--- src/rtl/core/smc_pkg.sv ---
// Shared types and constants of the system management controller register block
package smc_pkg;

	localparam int CMD_W    = 3;
	localparam int BYTE_W   = 8;
	localparam int AV_W     = 3;
	localparam int COLOUR_W = 2;
	localparam int CFG_IDX_W  = 2;
	localparam int CFG_DATA_W = 32;
	localparam int VER_W    = 24;
	localparam int CHAL_W   = 32;
	localparam int WDT_W    = 8;

	localparam int QDEPTH   = 2;
	localparam int QPTR_W   = $clog2(QDEPTH);
	localparam int QCNT_W   = $clog2(QDEPTH + 1);

	typedef enum logic [CMD_W-1:0] {
		OP_WRITE     = 3'd0,
		OP_READ      = 3'd1,
		OP_TICK      = 3'd2,
		OP_EJECT_BTN = 3'd3,
		OP_POWER_BTN = 3'd4,
		OP_PLUG      = 3'd5,
		OP_UNPLUG    = 3'd6,
		OP_SYS_RESET = 3'd7
	} op_t;

	typedef enum logic [CFG_IDX_W-1:0] {
		CFG_VERSION   = 2'd0,
		CFG_CHALLENGE = 2'd1,
		CFG_WD_TICKS  = 2'd2
	} cfg_idx_t;

	typedef enum logic [4:0] {
		REG_NONE,
		REG_VERSION,
		REG_POWER,
		REG_TRAY,
		REG_CABLE,
		REG_LED_SRC,
		REG_LED_SEQ,
		REG_TRAY_CTRL,
		REG_ERROR,
		REG_IRQ_REASON,
		REG_LAST_CMD,
		REG_LAST_DATA,
		REG_EJECT_RST,
		REG_IRQ_EN,
		REG_SCRATCH,
		REG_CHALLENGE,
		REG_WD_STOP
	} reg_sel_t;

	typedef enum logic [1:0] {
		PWR_WARM,
		PWR_COLD,
		PWR_SHUTDOWN,
		PWR_BAD
	} pwr_t;

	// bus command bytes
	localparam logic [7:0] A_VERSION    = 8'h01;
	localparam logic [7:0] A_POWER      = 8'h02;
	localparam logic [7:0] A_TRAY       = 8'h03;
	localparam logic [7:0] A_CABLE      = 8'h04;
	localparam logic [7:0] A_LED_SRC    = 8'h07;
	localparam logic [7:0] A_LED_SEQ    = 8'h08;
	localparam logic [7:0] A_TRAY_CTRL  = 8'h0c;
	localparam logic [7:0] A_ERROR      = 8'h0e;
	localparam logic [7:0] A_IRQ_REASON = 8'h11;
	localparam logic [7:0] A_LAST_CMD   = 8'h16;
	localparam logic [7:0] A_LAST_DATA  = 8'h17;
	localparam logic [7:0] A_EJECT_RST  = 8'h19;
	localparam logic [7:0] A_IRQ_EN     = 8'h1a;
	localparam logic [7:0] A_SCRATCH    = 8'h1b;
	localparam logic [7:0] A_CHAL0      = 8'h1c;
	localparam logic [7:0] A_CHAL1      = 8'h1d;
	localparam logic [7:0] A_CHAL2      = 8'h1e;
	localparam logic [7:0] A_CHAL3      = 8'h1f;
	localparam logic [7:0] A_WD_STOP    = 8'h21;

	localparam logic [7:0] PWR_V_WARM = 8'h01;
	localparam logic [7:0] PWR_V_COLD = 8'h40;
	localparam logic [7:0] PWR_V_SHUT = 8'h80;

	localparam logic [7:0] TRAY_NO_DRIVE = 8'h70;
	localparam logic [7:0] TRAY_OPEN     = 8'h10;
	localparam logic [7:0] TRAY_MEDIA    = 8'h60;
	localparam logic [7:0] TRAY_EMPTY    = 8'h40;

	localparam logic [7:0] IRQ_POWER  = 8'h01;
	localparam logic [7:0] IRQ_PLUG   = 8'h08;
	localparam logic [7:0] IRQ_UNPLUG = 8'h10;
	localparam logic [7:0] IRQ_EJECT  = 8'h20;

	localparam logic [7:0] SEQ_TRAY  = 8'hC0;
	localparam logic [7:0] SEQ_RESET = 8'hF0;
	localparam logic [7:0] SEQ_OFF   = 8'h00;

	localparam logic [AV_W-1:0] CABLE_COMPOSITE = 3'd6;
	localparam logic [AV_W-1:0] CABLE_NONE      = 3'd7;
	localparam logic [7:0]      SCRATCH_RESET   = 8'h04;

	localparam logic [VER_W-1:0]  VERSION_DBX   = 24'h444258;
	localparam logic [VER_W-1:0]  VERSION_RESET = 24'd5255217;
	localparam logic [CHAL_W-1:0] CHAL_RESET    = 32'd1383263814;
	localparam logic [WDT_W-1:0]  WDT_RESET     = 8'd2;
	localparam logic              WD_RUN_RESET  = (VERSION_RESET != VERSION_DBX);

	typedef struct packed {
		op_t                 op;
		reg_sel_t            sel;
		pwr_t                pwr;
		logic [BYTE_W-1:0]   addr;
		logic [BYTE_W-1:0]   wdata;
		logic [AV_W-1:0]     avpack;
		logic                drive;
		logic [BYTE_W-1:0]   tray;
	} item_t;

	typedef struct packed {
		logic [QCNT_W-1:0] count;
		logic              full;
		logic              empty;
	} qstat_t;

endpackage

--- src/rtl/core/smc_ifs.sv ---
// Valid/ready channel interfaces for request and response words
interface smc_req_if;
	logic                                  valid;
	logic                                  ready;
	logic [smc_pkg::CMD_W-1:0]             cmd;
	logic [smc_pkg::BYTE_W-1:0]            reg_addr;
	logic [smc_pkg::BYTE_W-1:0]            wdata;
	logic [smc_pkg::AV_W-1:0]              avpack_code;
	logic                                  drive_present;
	logic                                  tray_open;
	logic                                  media_present;

	modport source (output valid, cmd, reg_addr, wdata, avpack_code, drive_present,
		tray_open, media_present, input ready);
	modport sink (input valid, cmd, reg_addr, wdata, avpack_code, drive_present,
		tray_open, media_present, output ready);
endinterface

interface smc_rsp_if;
	logic                                  valid;
	logic                                  ready;
	logic [smc_pkg::BYTE_W-1:0]            rdata;
	logic [smc_pkg::COLOUR_W-1:0]          led_colour;
	logic                                  warm_reboot;
	logic                                  cold_reboot;
	logic                                  shutdown_req;
	logic                                  eject_req;
	logic                                  bad_power_value;

	modport source (output valid, rdata, led_colour, warm_reboot, cold_reboot,
		shutdown_req, eject_req, bad_power_value, input ready);
	modport sink (input valid, rdata, led_colour, warm_reboot, cold_reboot,
		shutdown_req, eject_req, bad_power_value, output ready);
endinterface

--- src/rtl/core/system_mgmt_controller_regs.sv ---
// Top level of the system management controller register block
//
// channel  dir  handshake      word
// req      in   valid/ready    cmd, reg_addr, wdata, avpack_code, drive status
// rsp      out  valid/ready    rdata, led_colour, reboot/shutdown/eject/bad power
// cfg      in   cfg_we only    cfg_idx, cfg_wdata
//
// One word per cycle sustained while rsp is not stalled; rsp.valid rises
// once a word has passed the queue and the response register. The back end's
// single state update per word sets the rate. Reset is asynchronous.
// A stalled rsp holds the response register, then fills the two-entry queue,
// then drops req.ready.
module system_mgmt_controller_regs (
	input  logic                            clk,
	input  logic                            arst_n,
	smc_req_if.sink                         req,
	smc_rsp_if.source                       rsp,
	input  logic                            cfg_we,
	input  logic [smc_pkg::CFG_IDX_W-1:0]   cfg_idx,
	input  logic [smc_pkg::CFG_DATA_W-1:0]  cfg_wdata
);

	smc_pkg::item_t  push_item, pop_item;
	smc_pkg::qstat_t q_stat;
	logic            push, pop;

	smc_front u_front (
		.req  (req),
		.full (q_stat.full),
		.push (push),
		.item (push_item)
	);

	smc_queue u_queue (
		.clk       (clk),
		.arst_n    (arst_n),
		.push      (push),
		.push_item (push_item),
		.pop       (pop),
		.pop_item  (pop_item),
		.stat      (q_stat)
	);

	smc_back u_back (
		.clk       (clk),
		.arst_n    (arst_n),
		.cfg_we    (cfg_we),
		.cfg_idx   (cfg_idx),
		.cfg_wdata (cfg_wdata),
		.q_valid   (!q_stat.empty),
		.item      (pop_item),
		.pop       (pop),
		.rsp       (rsp)
	);

	a_full_blocks: assert property (@(posedge clk) disable iff (!arst_n)
		q_stat.full |-> !req.ready)
		else $error("request accepted into a full queue");

	a_pop_nonempty: assert property (@(posedge clk) disable iff (!arst_n)
		pop |-> !q_stat.empty)
		else $error("back end took a word from an empty queue");

	a_count_step: assert property (@(posedge clk) disable iff (!arst_n)
		(push && !pop) |=> (q_stat.count == $past(q_stat.count) + 1'b1))
		else $error("queue fill count lost a pushed word");

	a_one_request: assert property (@(posedge clk) disable iff (!arst_n)
		rsp.valid |-> $onehot0({rsp.warm_reboot, rsp.cold_reboot, rsp.shutdown_req,
			rsp.bad_power_value}))
		else $error("conflicting power requests in one response");

endmodule

--- src/rtl/core/smc_front.sv ---
// Front end: accepts request words and decodes them into queue entries
module smc_front (
	smc_req_if.sink        req,
	input  logic           full,
	output logic           push,
	output smc_pkg::item_t item
);

	smc_pkg::reg_sel_t sel;
	smc_pkg::pwr_t     pwr;
	logic [smc_pkg::BYTE_W-1:0] tray;

	assign req.ready = !full;
	assign push      = req.valid && !full;

	always_comb begin
		unique case (req.reg_addr) inside
			smc_pkg::A_VERSION:    sel = smc_pkg::REG_VERSION;
			smc_pkg::A_POWER:      sel = smc_pkg::REG_POWER;
			smc_pkg::A_TRAY:       sel = smc_pkg::REG_TRAY;
			smc_pkg::A_CABLE:      sel = smc_pkg::REG_CABLE;
			smc_pkg::A_LED_SRC:    sel = smc_pkg::REG_LED_SRC;
			smc_pkg::A_LED_SEQ:    sel = smc_pkg::REG_LED_SEQ;
			smc_pkg::A_TRAY_CTRL:  sel = smc_pkg::REG_TRAY_CTRL;
			smc_pkg::A_ERROR:      sel = smc_pkg::REG_ERROR;
			smc_pkg::A_IRQ_REASON: sel = smc_pkg::REG_IRQ_REASON;
			smc_pkg::A_LAST_CMD:   sel = smc_pkg::REG_LAST_CMD;
			smc_pkg::A_LAST_DATA:  sel = smc_pkg::REG_LAST_DATA;
			smc_pkg::A_EJECT_RST:  sel = smc_pkg::REG_EJECT_RST;
			smc_pkg::A_IRQ_EN:     sel = smc_pkg::REG_IRQ_EN;
			smc_pkg::A_SCRATCH:    sel = smc_pkg::REG_SCRATCH;
			smc_pkg::A_CHAL0, smc_pkg::A_CHAL1,
			smc_pkg::A_CHAL2, smc_pkg::A_CHAL3: sel = smc_pkg::REG_CHALLENGE;
			smc_pkg::A_WD_STOP:    sel = smc_pkg::REG_WD_STOP;
			default:               sel = smc_pkg::REG_NONE;
		endcase
	end

	always_comb begin
		unique case (req.wdata)
			smc_pkg::PWR_V_WARM: pwr = smc_pkg::PWR_WARM;
			smc_pkg::PWR_V_COLD: pwr = smc_pkg::PWR_COLD;
			smc_pkg::PWR_V_SHUT: pwr = smc_pkg::PWR_SHUTDOWN;
			default:             pwr = smc_pkg::PWR_BAD;
		endcase
	end

	always_comb begin
		if (!req.drive_present)
			tray = smc_pkg::TRAY_NO_DRIVE;
		else if (req.tray_open)
			tray = smc_pkg::TRAY_OPEN;
		else if (req.media_present)
			tray = smc_pkg::TRAY_MEDIA;
		else
			tray = smc_pkg::TRAY_EMPTY;
	end

	always_comb begin
		item.op     = smc_pkg::op_t'(req.cmd);
		item.sel    = sel;
		item.pwr    = pwr;
		item.addr   = req.reg_addr;
		item.wdata  = req.wdata;
		item.avpack = req.avpack_code;
		item.drive  = req.drive_present;
		item.tray   = tray;
	end

endmodule

--- src/rtl/core/smc_queue.sv ---
// Short FIFO of decoded entries between front and back end
module smc_queue (
	input  logic           clk,
	input  logic           arst_n,
	input  logic           push,
	input  smc_pkg::item_t push_item,
	input  logic           pop,
	output smc_pkg::item_t pop_item,
	output smc_pkg::qstat_t stat
);

	smc_pkg::item_t mem_q [smc_pkg::QDEPTH];
	logic [smc_pkg::QPTR_W-1:0] wr_ptr_q, rd_ptr_q;
	logic [smc_pkg::QCNT_W-1:0] count_q;

	localparam logic [smc_pkg::QPTR_W-1:0] PTR_LAST = smc_pkg::QPTR_W'(smc_pkg::QDEPTH - 1);
	localparam logic [smc_pkg::QPTR_W-1:0] PTR_ONE  = smc_pkg::QPTR_W'(1);
	localparam logic [smc_pkg::QCNT_W-1:0] CNT_ONE  = smc_pkg::QCNT_W'(1);
	localparam logic [smc_pkg::QCNT_W-1:0] CNT_FULL = smc_pkg::QCNT_W'(smc_pkg::QDEPTH);

	assign pop_item   = mem_q[rd_ptr_q];
	assign stat.count = count_q;
	assign stat.full  = (count_q == CNT_FULL);
	assign stat.empty = (count_q == '0);

	always_ff @(posedge clk) begin
		if (push)
			mem_q[wr_ptr_q] <= push_item;
	end

	always_ff @(posedge clk or negedge arst_n) begin
		if (!arst_n) begin
			wr_ptr_q <= '0;
			rd_ptr_q <= '0;
			count_q  <= '0;
		end else begin
			if (push)
				wr_ptr_q <= (wr_ptr_q == PTR_LAST) ? '0 : wr_ptr_q + PTR_ONE;
			if (pop)
				rd_ptr_q <= (rd_ptr_q == PTR_LAST) ? '0 : rd_ptr_q + PTR_ONE;
			if (push && !pop)
				count_q <= count_q + CNT_ONE;
			else if (pop && !push)
				count_q <= count_q - CNT_ONE;
		end
	end

endmodule

--- src/rtl/core/smc_back.sv ---
// Back end: register file, LED sequencer, watchdog and response register
module smc_back (
	input  logic                            clk,
	input  logic                            arst_n,
	input  logic                            cfg_we,
	input  logic [smc_pkg::CFG_IDX_W-1:0]   cfg_idx,
	input  logic [smc_pkg::CFG_DATA_W-1:0]  cfg_wdata,
	input  logic                            q_valid,
	input  smc_pkg::item_t                  item,
	output logic                            pop,
	smc_rsp_if.source                       rsp
);

	typedef struct packed {
		logic [7:0]               last_cmd;
		logic [7:0]               last_data;
		logic [7:0]               error;
		logic                     irq_en;
		logic [7:0]               irq_reason;
		logic [7:0]               led_src;
		logic [7:0]               led_user;
		logic [7:0]               led_def;
		logic [1:0]               led_phase;
		logic [1:0]               led_now;
		logic [smc_pkg::AV_W-1:0] cable;
		logic                     ej_resets;
		logic [7:0]               scratch;
		logic [1:0]               vpos;
		logic                     wd_run;
		logic [7:0]               wd_cnt;
	} state_t;

	typedef struct packed {
		logic [7:0] rdata;
		logic       warm;
		logic       cold;
		logic       shut;
		logic       eject;
		logic       bad;
	} res_t;

	localparam state_t STATE_RESET = '{
		last_cmd:   8'h00,
		last_data:  8'h00,
		error:      8'h00,
		irq_en:     1'b0,
		irq_reason: 8'h00,
		led_src:    8'h00,
		led_user:   smc_pkg::SEQ_RESET,
		led_def:    smc_pkg::SEQ_RESET,
		led_phase:  2'd0,
		led_now:    2'd0,
		cable:      smc_pkg::CABLE_COMPOSITE,
		ej_resets:  1'b1,
		scratch:    smc_pkg::SCRATCH_RESET,
		vpos:       2'd0,
		wd_run:     smc_pkg::WD_RUN_RESET,
		wd_cnt:     8'h00
	};

	state_t st_q, st_d;
	res_t   res_q, res_d;
	logic   out_valid_q;

	logic [smc_pkg::VER_W-1:0]  version_q;
	logic [smc_pkg::CHAL_W-1:0] chal_q;
	logic [smc_pkg::WDT_W-1:0]  wd_ticks_q;

	logic       is_dbx;
	logic [1:0] pos, phase_n;
	logic [7:0] seq, cnt_n, lim;

	assign pop    = q_valid && (!out_valid_q || rsp.ready);
	assign is_dbx = (version_q == smc_pkg::VERSION_DBX);

	always_comb begin
		st_d    = st_q;
		res_d   = '0;
		pos     = (st_q.vpos == 2'd3) ? 2'd0 : st_q.vpos;
		phase_n = st_q.led_phase + 2'd1;
		seq     = (st_q.led_src == 8'h00) ? st_q.led_def : st_q.led_user;
		cnt_n   = (st_q.wd_cnt != 8'hFF) ? st_q.wd_cnt + 8'd1 : st_q.wd_cnt;
		lim     = (wd_ticks_q == '0) ? 8'd1 : wd_ticks_q;

		unique case (item.op)
			smc_pkg::OP_WRITE: begin
				st_d.last_cmd  = item.addr;
				st_d.last_data = item.wdata;
				case (item.sel)
					smc_pkg::REG_VERSION:  st_d.vpos = 2'd0;
					smc_pkg::REG_POWER: begin
						unique case (item.pwr)
							smc_pkg::PWR_WARM: begin
								st_d.led_def = smc_pkg::SEQ_OFF;
								res_d.warm   = 1'b1;
							end
							smc_pkg::PWR_COLD: begin
								st_d.led_def = smc_pkg::SEQ_OFF;
								res_d.cold   = 1'b1;
							end
							smc_pkg::PWR_SHUTDOWN: begin
								st_d.led_def = smc_pkg::SEQ_OFF;
								res_d.shut   = 1'b1;
							end
							default: res_d.bad = 1'b1;
						endcase
					end
					smc_pkg::REG_LED_SRC:  st_d.led_src  = item.wdata;
					smc_pkg::REG_LED_SEQ:  st_d.led_user = item.wdata;
					smc_pkg::REG_TRAY_CTRL: begin
						if (item.drive) begin
							st_d.led_def = smc_pkg::SEQ_TRAY;
							res_d.eject  = (item.wdata == 8'h00);
						end
					end
					smc_pkg::REG_ERROR:     st_d.error     = item.wdata;
					smc_pkg::REG_EJECT_RST: st_d.ej_resets = (item.wdata == 8'h00);
					smc_pkg::REG_IRQ_EN: begin
						if (item.wdata == 8'h00)
							st_d.irq_en = 1'b1;
					end
					smc_pkg::REG_SCRATCH:   st_d.scratch = item.wdata;
					smc_pkg::REG_WD_STOP:   st_d.wd_run  = 1'b0;
					default: ;
				endcase
			end
			smc_pkg::OP_READ: begin
				case (item.sel)
					smc_pkg::REG_VERSION: begin
						case (pos)
							2'd0:    res_d.rdata = version_q[23:16];
							2'd1:    res_d.rdata = version_q[15:8];
							default: res_d.rdata = version_q[7:0];
						endcase
						st_d.vpos = (pos == 2'd2) ? 2'd0 : pos + 2'd1;
					end
					smc_pkg::REG_TRAY:       res_d.rdata = item.tray;
					smc_pkg::REG_CABLE:      res_d.rdata = {5'd0, st_q.cable};
					smc_pkg::REG_ERROR:      res_d.rdata = st_q.error;
					smc_pkg::REG_IRQ_REASON: res_d.rdata = st_q.irq_reason;
					smc_pkg::REG_LAST_CMD:   res_d.rdata = st_q.last_cmd;
					smc_pkg::REG_LAST_DATA:  res_d.rdata = st_q.last_data;
					smc_pkg::REG_SCRATCH:    res_d.rdata = st_q.scratch;
					smc_pkg::REG_CHALLENGE: begin
						if (!is_dbx) begin
							case (item.addr[1:0])
								2'd0:    res_d.rdata = chal_q[31:24];
								2'd1:    res_d.rdata = chal_q[23:16];
								2'd2:    res_d.rdata = chal_q[15:8];
								default: res_d.rdata = chal_q[7:0];
							endcase
						end
					end
					default: ;
				endcase
			end
			smc_pkg::OP_TICK: begin
				st_d.led_phase = phase_n;
				st_d.led_now   = {seq[{1'b1, phase_n}], seq[{1'b0, phase_n}]};
				if (st_q.wd_run) begin
					st_d.wd_cnt = cnt_n;
					if (cnt_n >= lim) begin
						st_d.wd_run  = 1'b0;
						st_d.led_def = smc_pkg::SEQ_OFF;
						res_d.warm   = 1'b1;
					end
				end
			end
			smc_pkg::OP_EJECT_BTN: begin
				if (st_q.ej_resets) begin
					st_d.led_def = smc_pkg::SEQ_OFF;
					res_d.warm   = 1'b1;
				end else if (st_q.irq_en) begin
					st_d.irq_reason = smc_pkg::IRQ_EJECT;
				end
				if (item.drive) begin
					st_d.led_def = smc_pkg::SEQ_TRAY;
					res_d.eject  = 1'b1;
				end
			end
			smc_pkg::OP_POWER_BTN: begin
				if (st_q.irq_en)
					st_d.irq_reason = smc_pkg::IRQ_POWER;
			end
			smc_pkg::OP_PLUG: begin
				st_d.cable = item.avpack;
				if (st_q.irq_en)
					st_d.irq_reason = smc_pkg::IRQ_PLUG;
			end
			smc_pkg::OP_UNPLUG: begin
				st_d.cable = smc_pkg::CABLE_NONE;
				if (st_q.irq_en)
					st_d.irq_reason = smc_pkg::IRQ_UNPLUG;
			end
			smc_pkg::OP_SYS_RESET: begin
				if (!is_dbx) begin
					st_d.wd_run = 1'b1;
					st_d.wd_cnt = 8'h00;
				end
			end
			default: ;
		endcase
	end

	always_ff @(posedge clk or negedge arst_n) begin
		if (!arst_n) begin
			st_q        <= STATE_RESET;
			out_valid_q <= 1'b0;
			version_q   <= smc_pkg::VERSION_RESET;
			chal_q      <= smc_pkg::CHAL_RESET;
			wd_ticks_q  <= smc_pkg::WDT_RESET;
		end else begin
			if (pop)
				st_q <= st_d;
			if (pop)
				out_valid_q <= 1'b1;
			else if (rsp.ready)
				out_valid_q <= 1'b0;
			if (cfg_we) begin
				case (cfg_idx)
					smc_pkg::CFG_VERSION:   version_q  <= cfg_wdata[smc_pkg::VER_W-1:0];
					smc_pkg::CFG_CHALLENGE: chal_q     <= cfg_wdata[smc_pkg::CHAL_W-1:0];
					smc_pkg::CFG_WD_TICKS:  wd_ticks_q <= cfg_wdata[smc_pkg::WDT_W-1:0];
					default: ;
				endcase
			end
		end
	end

	always_ff @(posedge clk) begin
		if (pop)
			res_q <= res_d;
	end

	assign rsp.valid           = out_valid_q;
	assign rsp.rdata           = res_q.rdata;
	assign rsp.led_colour      = st_q.led_now;
	assign rsp.warm_reboot     = res_q.warm;
	assign rsp.cold_reboot     = res_q.cold;
	assign rsp.shutdown_req    = res_q.shut;
	assign rsp.eject_req       = res_q.eject;
	assign rsp.bad_power_value = res_q.bad;

endmodule

--- src/flat_wrapper.sv ---
// flat-port wrapper written by rule: the top's interface ports become plain ports
module system_mgmt_controller_regs_flat 
  (clk, arst_n, cfg_we, cfg_idx, cfg_wdata, req_valid, req_cmd, req_reg_addr, req_wdata, req_avpack_code, req_drive_present, req_tray_open, req_media_present, req_ready, rsp_valid, rsp_rdata, rsp_led_colour, rsp_warm_reboot, rsp_cold_reboot, rsp_shutdown_req, rsp_eject_req, rsp_bad_power_value, rsp_ready);
  smc_req_if req_i ();
  smc_rsp_if rsp_i ();
  input  logic clk;
  input  logic arst_n;
  input  logic cfg_we;
  input  logic [smc_pkg::CFG_IDX_W-1:0] cfg_idx;
  input  logic [smc_pkg::CFG_DATA_W-1:0] cfg_wdata;
  input wire logic [$bits(req_i.valid)-1:0] req_valid;
  input wire logic [$bits(req_i.cmd)-1:0] req_cmd;
  input wire logic [$bits(req_i.reg_addr)-1:0] req_reg_addr;
  input wire logic [$bits(req_i.wdata)-1:0] req_wdata;
  input wire logic [$bits(req_i.avpack_code)-1:0] req_avpack_code;
  input wire logic [$bits(req_i.drive_present)-1:0] req_drive_present;
  input wire logic [$bits(req_i.tray_open)-1:0] req_tray_open;
  input wire logic [$bits(req_i.media_present)-1:0] req_media_present;
  output wire logic [$bits(req_i.ready)-1:0] req_ready;
  output wire logic [$bits(rsp_i.valid)-1:0] rsp_valid;
  output wire logic [$bits(rsp_i.rdata)-1:0] rsp_rdata;
  output wire logic [$bits(rsp_i.led_colour)-1:0] rsp_led_colour;
  output wire logic [$bits(rsp_i.warm_reboot)-1:0] rsp_warm_reboot;
  output wire logic [$bits(rsp_i.cold_reboot)-1:0] rsp_cold_reboot;
  output wire logic [$bits(rsp_i.shutdown_req)-1:0] rsp_shutdown_req;
  output wire logic [$bits(rsp_i.eject_req)-1:0] rsp_eject_req;
  output wire logic [$bits(rsp_i.bad_power_value)-1:0] rsp_bad_power_value;
  input wire logic [$bits(rsp_i.ready)-1:0] rsp_ready;
  assign req_i.valid = req_valid;
  assign req_i.cmd = req_cmd;
  assign req_i.reg_addr = req_reg_addr;
  assign req_i.wdata = req_wdata;
  assign req_i.avpack_code = req_avpack_code;
  assign req_i.drive_present = req_drive_present;
  assign req_i.tray_open = req_tray_open;
  assign req_i.media_present = req_media_present;
  assign req_ready = req_i.ready;
  assign rsp_valid = rsp_i.valid;
  assign rsp_rdata = rsp_i.rdata;
  assign rsp_led_colour = rsp_i.led_colour;
  assign rsp_warm_reboot = rsp_i.warm_reboot;
  assign rsp_cold_reboot = rsp_i.cold_reboot;
  assign rsp_shutdown_req = rsp_i.shutdown_req;
  assign rsp_eject_req = rsp_i.eject_req;
  assign rsp_bad_power_value = rsp_i.bad_power_value;
  assign rsp_i.ready = rsp_ready;
  system_mgmt_controller_regs u_core (.clk(clk), .arst_n(arst_n), .req(req_i), .rsp(rsp_i), .cfg_we(cfg_we), .cfg_idx(cfg_idx), .cfg_wdata(cfg_wdata));
endmodule
--- config.mk ---
export PLATFORM = sky130hd
export DESIGN_NAME = system_mgmt_controller_regs_flat
export DESIGN_NICKNAME = d
export VERILOG_FILES = /design/src/rtl/core/smc_pkg.sv /design/src/rtl/core/smc_ifs.sv /design/src/rtl/core/system_mgmt_controller_regs.sv /design/src/rtl/core/smc_front.sv /design/src/rtl/core/smc_queue.sv /design/src/rtl/core/smc_back.sv /design/src/flat_wrapper.sv
export SDC_FILE = /design/constraint.sdc
export NUM_CORES = 1
export LEC_CHECK = 0
export BUFFER_PORTS_ARGS = -buffer_cell sky130_fd_sc_hd__clkbuf_2
export CAP_MARGIN = 10
export CORE_MARGIN = 3
export CORE_UTILIZATION = 54
export CTS_CLUSTER_DIAMETER = 150
export DETAILED_ROUTE_END_ITERATION = 8
export GPL_TIMING_DRIVEN = 0
export PLACE_DENSITY = 0.74
export SLEW_MARGIN = 20
export SYNTH_ARGS = -nofsm -noshare
export SYNTH_HDL_FRONTEND = slang
export SYNTH_SLANG_ARGS = --single-unit
--- constraint.sdc ---
create_clock -name clk -period 2.65 [get_ports clk]
set_input_delay 0.3975 -clock clk [delete_from_list [all_inputs] [get_ports clk]]
set_output_delay 0.3975 -clock clk [all_outputs]
set_load 0.005 [all_outputs]
==> flow_metrics.env <==
export IMPL_pre_cts_slack_ps=-279
export IMPL_antenna_cells=0
export IMPL_leakage_nw=5.07
export IMPL_wl_microns=25900
export IMPL_core_sq_um=19000
export IMPL_fp_row_count=50
export IMPL_fin_crit_ps=2630
export IMPL_final_max_slew_viol_count=0
export IMPL_rsz0062_at_grt="true"
export IMPL_wl_per_cell_microns=20.5
export IMPL_initial_utilization_pct=55.7
export IMPL_maxCapViolations=0
export IMPL_drc=0
export IMPL_slew_headroom_pct=38.0
export IMPL_dieArea_sq_um=21300
export IMPL_antenna_found_initial=0
export IMPL_cts_root_buf="clkbuf_16"
export IMPL_ys_warn_count=0
export IMPL_syn_area_sq_um=10600
export IMPL_dr_pass1_iters=6
export IMPL_hold_violations=0
export IMPL_fin_skew_ps=10.4
export IMPL_fin_ws_ps=15.4
export IMPL_synth_top_area_share_pct=25.6
export IMPL_power_density_nw_per_um2=985
export IMPL_grt_pass1_vias=7503
export IMPL_grt_usage_pct=24.1
export IMPL_hold_class="in2reg"
export IMPL_hold_slack_ps=77.6
export IMPL_dp_cells=1208
export IMPL_boundaryPins=81
export IMPL_synth_edf_count=79
export IMPL_synth_main_ff_cell="dfrtp_1"
export IMPL_clkSinkCount=222
export IMPL_vias_per_cell=6.02
export IMPL_cts_made_buffers=24
export IMPL_design_area_sq_um=12400
export IMPL_rr_worst_depth=13
export IMPL_async_flop_share_pct=64.4
export IMPL_io_buffers=80
export IMPL_yosysTopAreaCell="dfrtp_1"
export IMPL_clkSlewWorstSetupHoldPaths_ps=60
export IMPL_min_period_over_period_pct=99.4
export IMPL_clockBufferDepth=3
export IMPL_synth_nets=941
export IMPL_num_fill_cells=1417
export IMPL_h_tree_depth=1
export IMPL_area_delta_synth_final_pct=17.7
export IMPL_insertion_delay_ps=510
export IMPL_avgSynthCellArea_sq_um=12.2
export IMPL_via_count=7616
export IMPL_nets=1064
export IMPL_gp_congestion=0.928
export IMPL_drt_iter0_drc=758
export IMPL_synth_area_leaders="dfrtp_1 26%, edfxtp_1 22%, dfstp_2 8.7%, mux2_2 7.2%, nor2_1 2.7%"
export IMPL_cts_tree="yes"
export IMPL_critPathKind="reg2reg"
export IMPL_endpoint_kind="flip-flop"
export IMPL_finalCoreUtilization_pct=65.5
export IMPL_ys_seq_elements=222
export IMPL_ys_types=83
export IMPL_die_height_microns=146
export IMPL_outcome="finished clean"
export IMPL_hpwl_microns=18100
export IMPL_drive_gt1_share_pct=31.0
export IMPL_netlist_instances=865
export IMPL_grt_pass1_wl_microns=41000
export IMPL_irDropWorstVdd_v=0.000665
export IMPL_fmaxAchievable_mhz=380
export IMPL_overflow=0
export IMPL_grt_max_degree=84
export IMPL_fin_cells=1266
export IMPL_crit_required_ps=3090
export IMPL_placed_cell_area_sq_um=11400
export IMPL_startpoint_type="flip-flop"
export IMPL_hold_depth=1
export IMPL_setup_violations=0
export IMPL_worstPathArrival_ps=3080
export IMPL_worst_slew_pin_slew_ps=930
export IMPL_ys_seq_area_share_pct=56.8
export IMPL_crit_fanout=5
export IMPL_ant_nets=0
export IMPL_die_w_microns=146
## flip-flops by register name, summed over array words and instances, names as in the netlist
| name | flops |
|---|---|
| u_core.u_back.st_q | 72 |
| u_core.u_queue.mem_q | 66 |
| u_core.u_back.chal_q | 32 |
| u_core.u_back.version_q | 24 |
| u_core.u_back.rsp.rdata | 8 |
| u_core.u_back.wd_ticks_q | 8 |
| u_core.u_back.rsp.led_colour | 2 |
| u_core.u_queue.count_q | 2 |
| u_core.u_back.rsp.bad_power_value | 1 |
| u_core.u_back.rsp.cold_reboot | 1 |
| u_core.u_back.rsp.eject_req | 1 |
| u_core.u_back.rsp.shutdown_req | 1 |
| u_core.u_back.rsp.valid | 1 |
| u_core.u_back.rsp.warm_reboot | 1 |
| u_core.u_queue.rd_ptr_q | 1 |
| u_core.u_queue.wr_ptr_q | 1 |
## power by group
part           switching [mW]  internal (mW)
Sequential              0.604           4.61
Combinational            2.22           1.64
Clock                    1.32           1.84
## critical path: stages, from the launching register on
cell	delay, ps
dfrtp_1	410
ha_4	200
nand3_4	80
nor2_4	60
nor2_4	130
nand3_2	100
xnor2_2	140
ha_1	320
a21oi_2	160
o21ai_2	70
or3_4	380
a21oi_4	170
nor4_4	60
mux2_4	300
## placed cells by master (no fill, tap or decap), types with 6 or more instances in the layout
cell | Yosys | layout
dfrtp_1 | 108 | 104
clkbuf_2 | 1 | 80
edfxtp_1 | 79 | 79
nand2_1 | 75 | 74
nor2_1 | 77 | 72
mux2_2 | 67 | 67
o21ai_0 | 50 | 49
a21oi_1 | 49 | 48
dfstp_2 | 35 | 35
clkbuf_1 | 16 | 28
clkbuf_16 | 0 | 25
inv_1 | 23 | 23
mux2i_1 | 26 | 20
buf_4 | 5 | 18
a22oi_1 | 16 | 16
nand3_1 | 18 | 15
nor3_1 | 12 | 12
ha_1 | 12 | 11
nand2b_1 | 10 | 10
xnor2_1 | 11 | 10
mux4_2 | 10 | 10
buf_2 | 9 | 9
a32o_1 | 8 | 8
mux2i_4 | 1 | 8
nor4_1 | 7 | 7
a31oi_1 | 6 | 6
a221oi_1 | 6 | 6
## stage by stage
step                setup TNS [ps]  total power, mW
finish                           0             12.2
floorplan                        0             7.54
CTS                          -28.6             12.0
detailed placement           -1060             8.79
global route                  -258             12.8
global placement           -164170             8.63
## layer usage
layer | up-vias | track usage (%) | wire [microns]
li1 | 3483 | - | -
met2 | 292 | 39.0 | 12400
met5 | - | 0 | 0
met1 | 3780 | 34.2 | 11400
met3 | 61 | 3.52 | 1440
met4 | 0 | 7.45 | 748
## final timing paths
| check | from | to | slack, ps |
|---|---|---|---|
| worst max-delay path | u_core.u_back.st_q[0] | u_core.u_back.st_q[33] | 20 |
| worst min-delay path | req_avpack_code[1] | u_core.u_queue.mem_q[1][9] | 80 |
| worst max register to register | u_core.u_back.st_q[0] | u_core.u_back.st_q[33] | 20 |
| worst min register to register | u_core.u_back.rsp.led_colour[0] | u_core.u_back.rsp.led_colour[0] | 480 |
| max in group asynchronous | arst_n | u_core.u_back.chal_q[13] | 1350 |
| min in group asynchronous | arst_n | u_core.u_back.st_q[2] | 500 |
## cells by family after synthesis
| family | synth area share [%] |
|---|---|
| simple gates | 11.6 |
| flops | 56.8 |
| compound gates | 13.1 |
| mux | 12.6 |
| buf+inv | 3.06 |
| xor+xnor | 1.33 |
| fa+ha+maj | 1.42 |
## cell usage after synthesis, drive strengths merged, types with 5 or more instances
cell type	instances
dfrtp	108
edfxtp	79
nor2	77
nand2	75
mux2	69
a21oi	54
o21ai	54
dfstp	35
mux2i	30
inv	23
buf	21
nand3	18
clkbuf	17
a22oi	16
nor3	13
ha	12
xnor2	11
mux4	10
nand2b	10
a32o	8
nor4	8
a221oi	6
a31oi	6
o32ai	6
a21o	5
a32oi	5
nand4	5
nor2b	5
nor4b	5
xor2	5
## final cells by class
cell class | instances | area [sq um] | share of cell area [%]
buffer | 37 | 233 | 1.87
clock buffer | 38 | 674 | 5.43
clock inverter | 6 | 55.1 | 0.443
inverter | 23 | 86.3 | 0.695
multi-input combinational | 582 | 4440 | 35.8
sequential | 222 | 6000 | 48.3
tap | 260 | 325 | 2.62
timing repair buffer | 98 | 604 | 4.87
## timing repair
action,4_1_cts,5_1_grt
buffers inserted,3,11
setup endpoints to repair,16,17
hold buffers,1,0
endpoints found under the hold margin,72,0
gates resized for setup,12,24
pin swaps,3,11
Power figures use the tool's default switching activity.
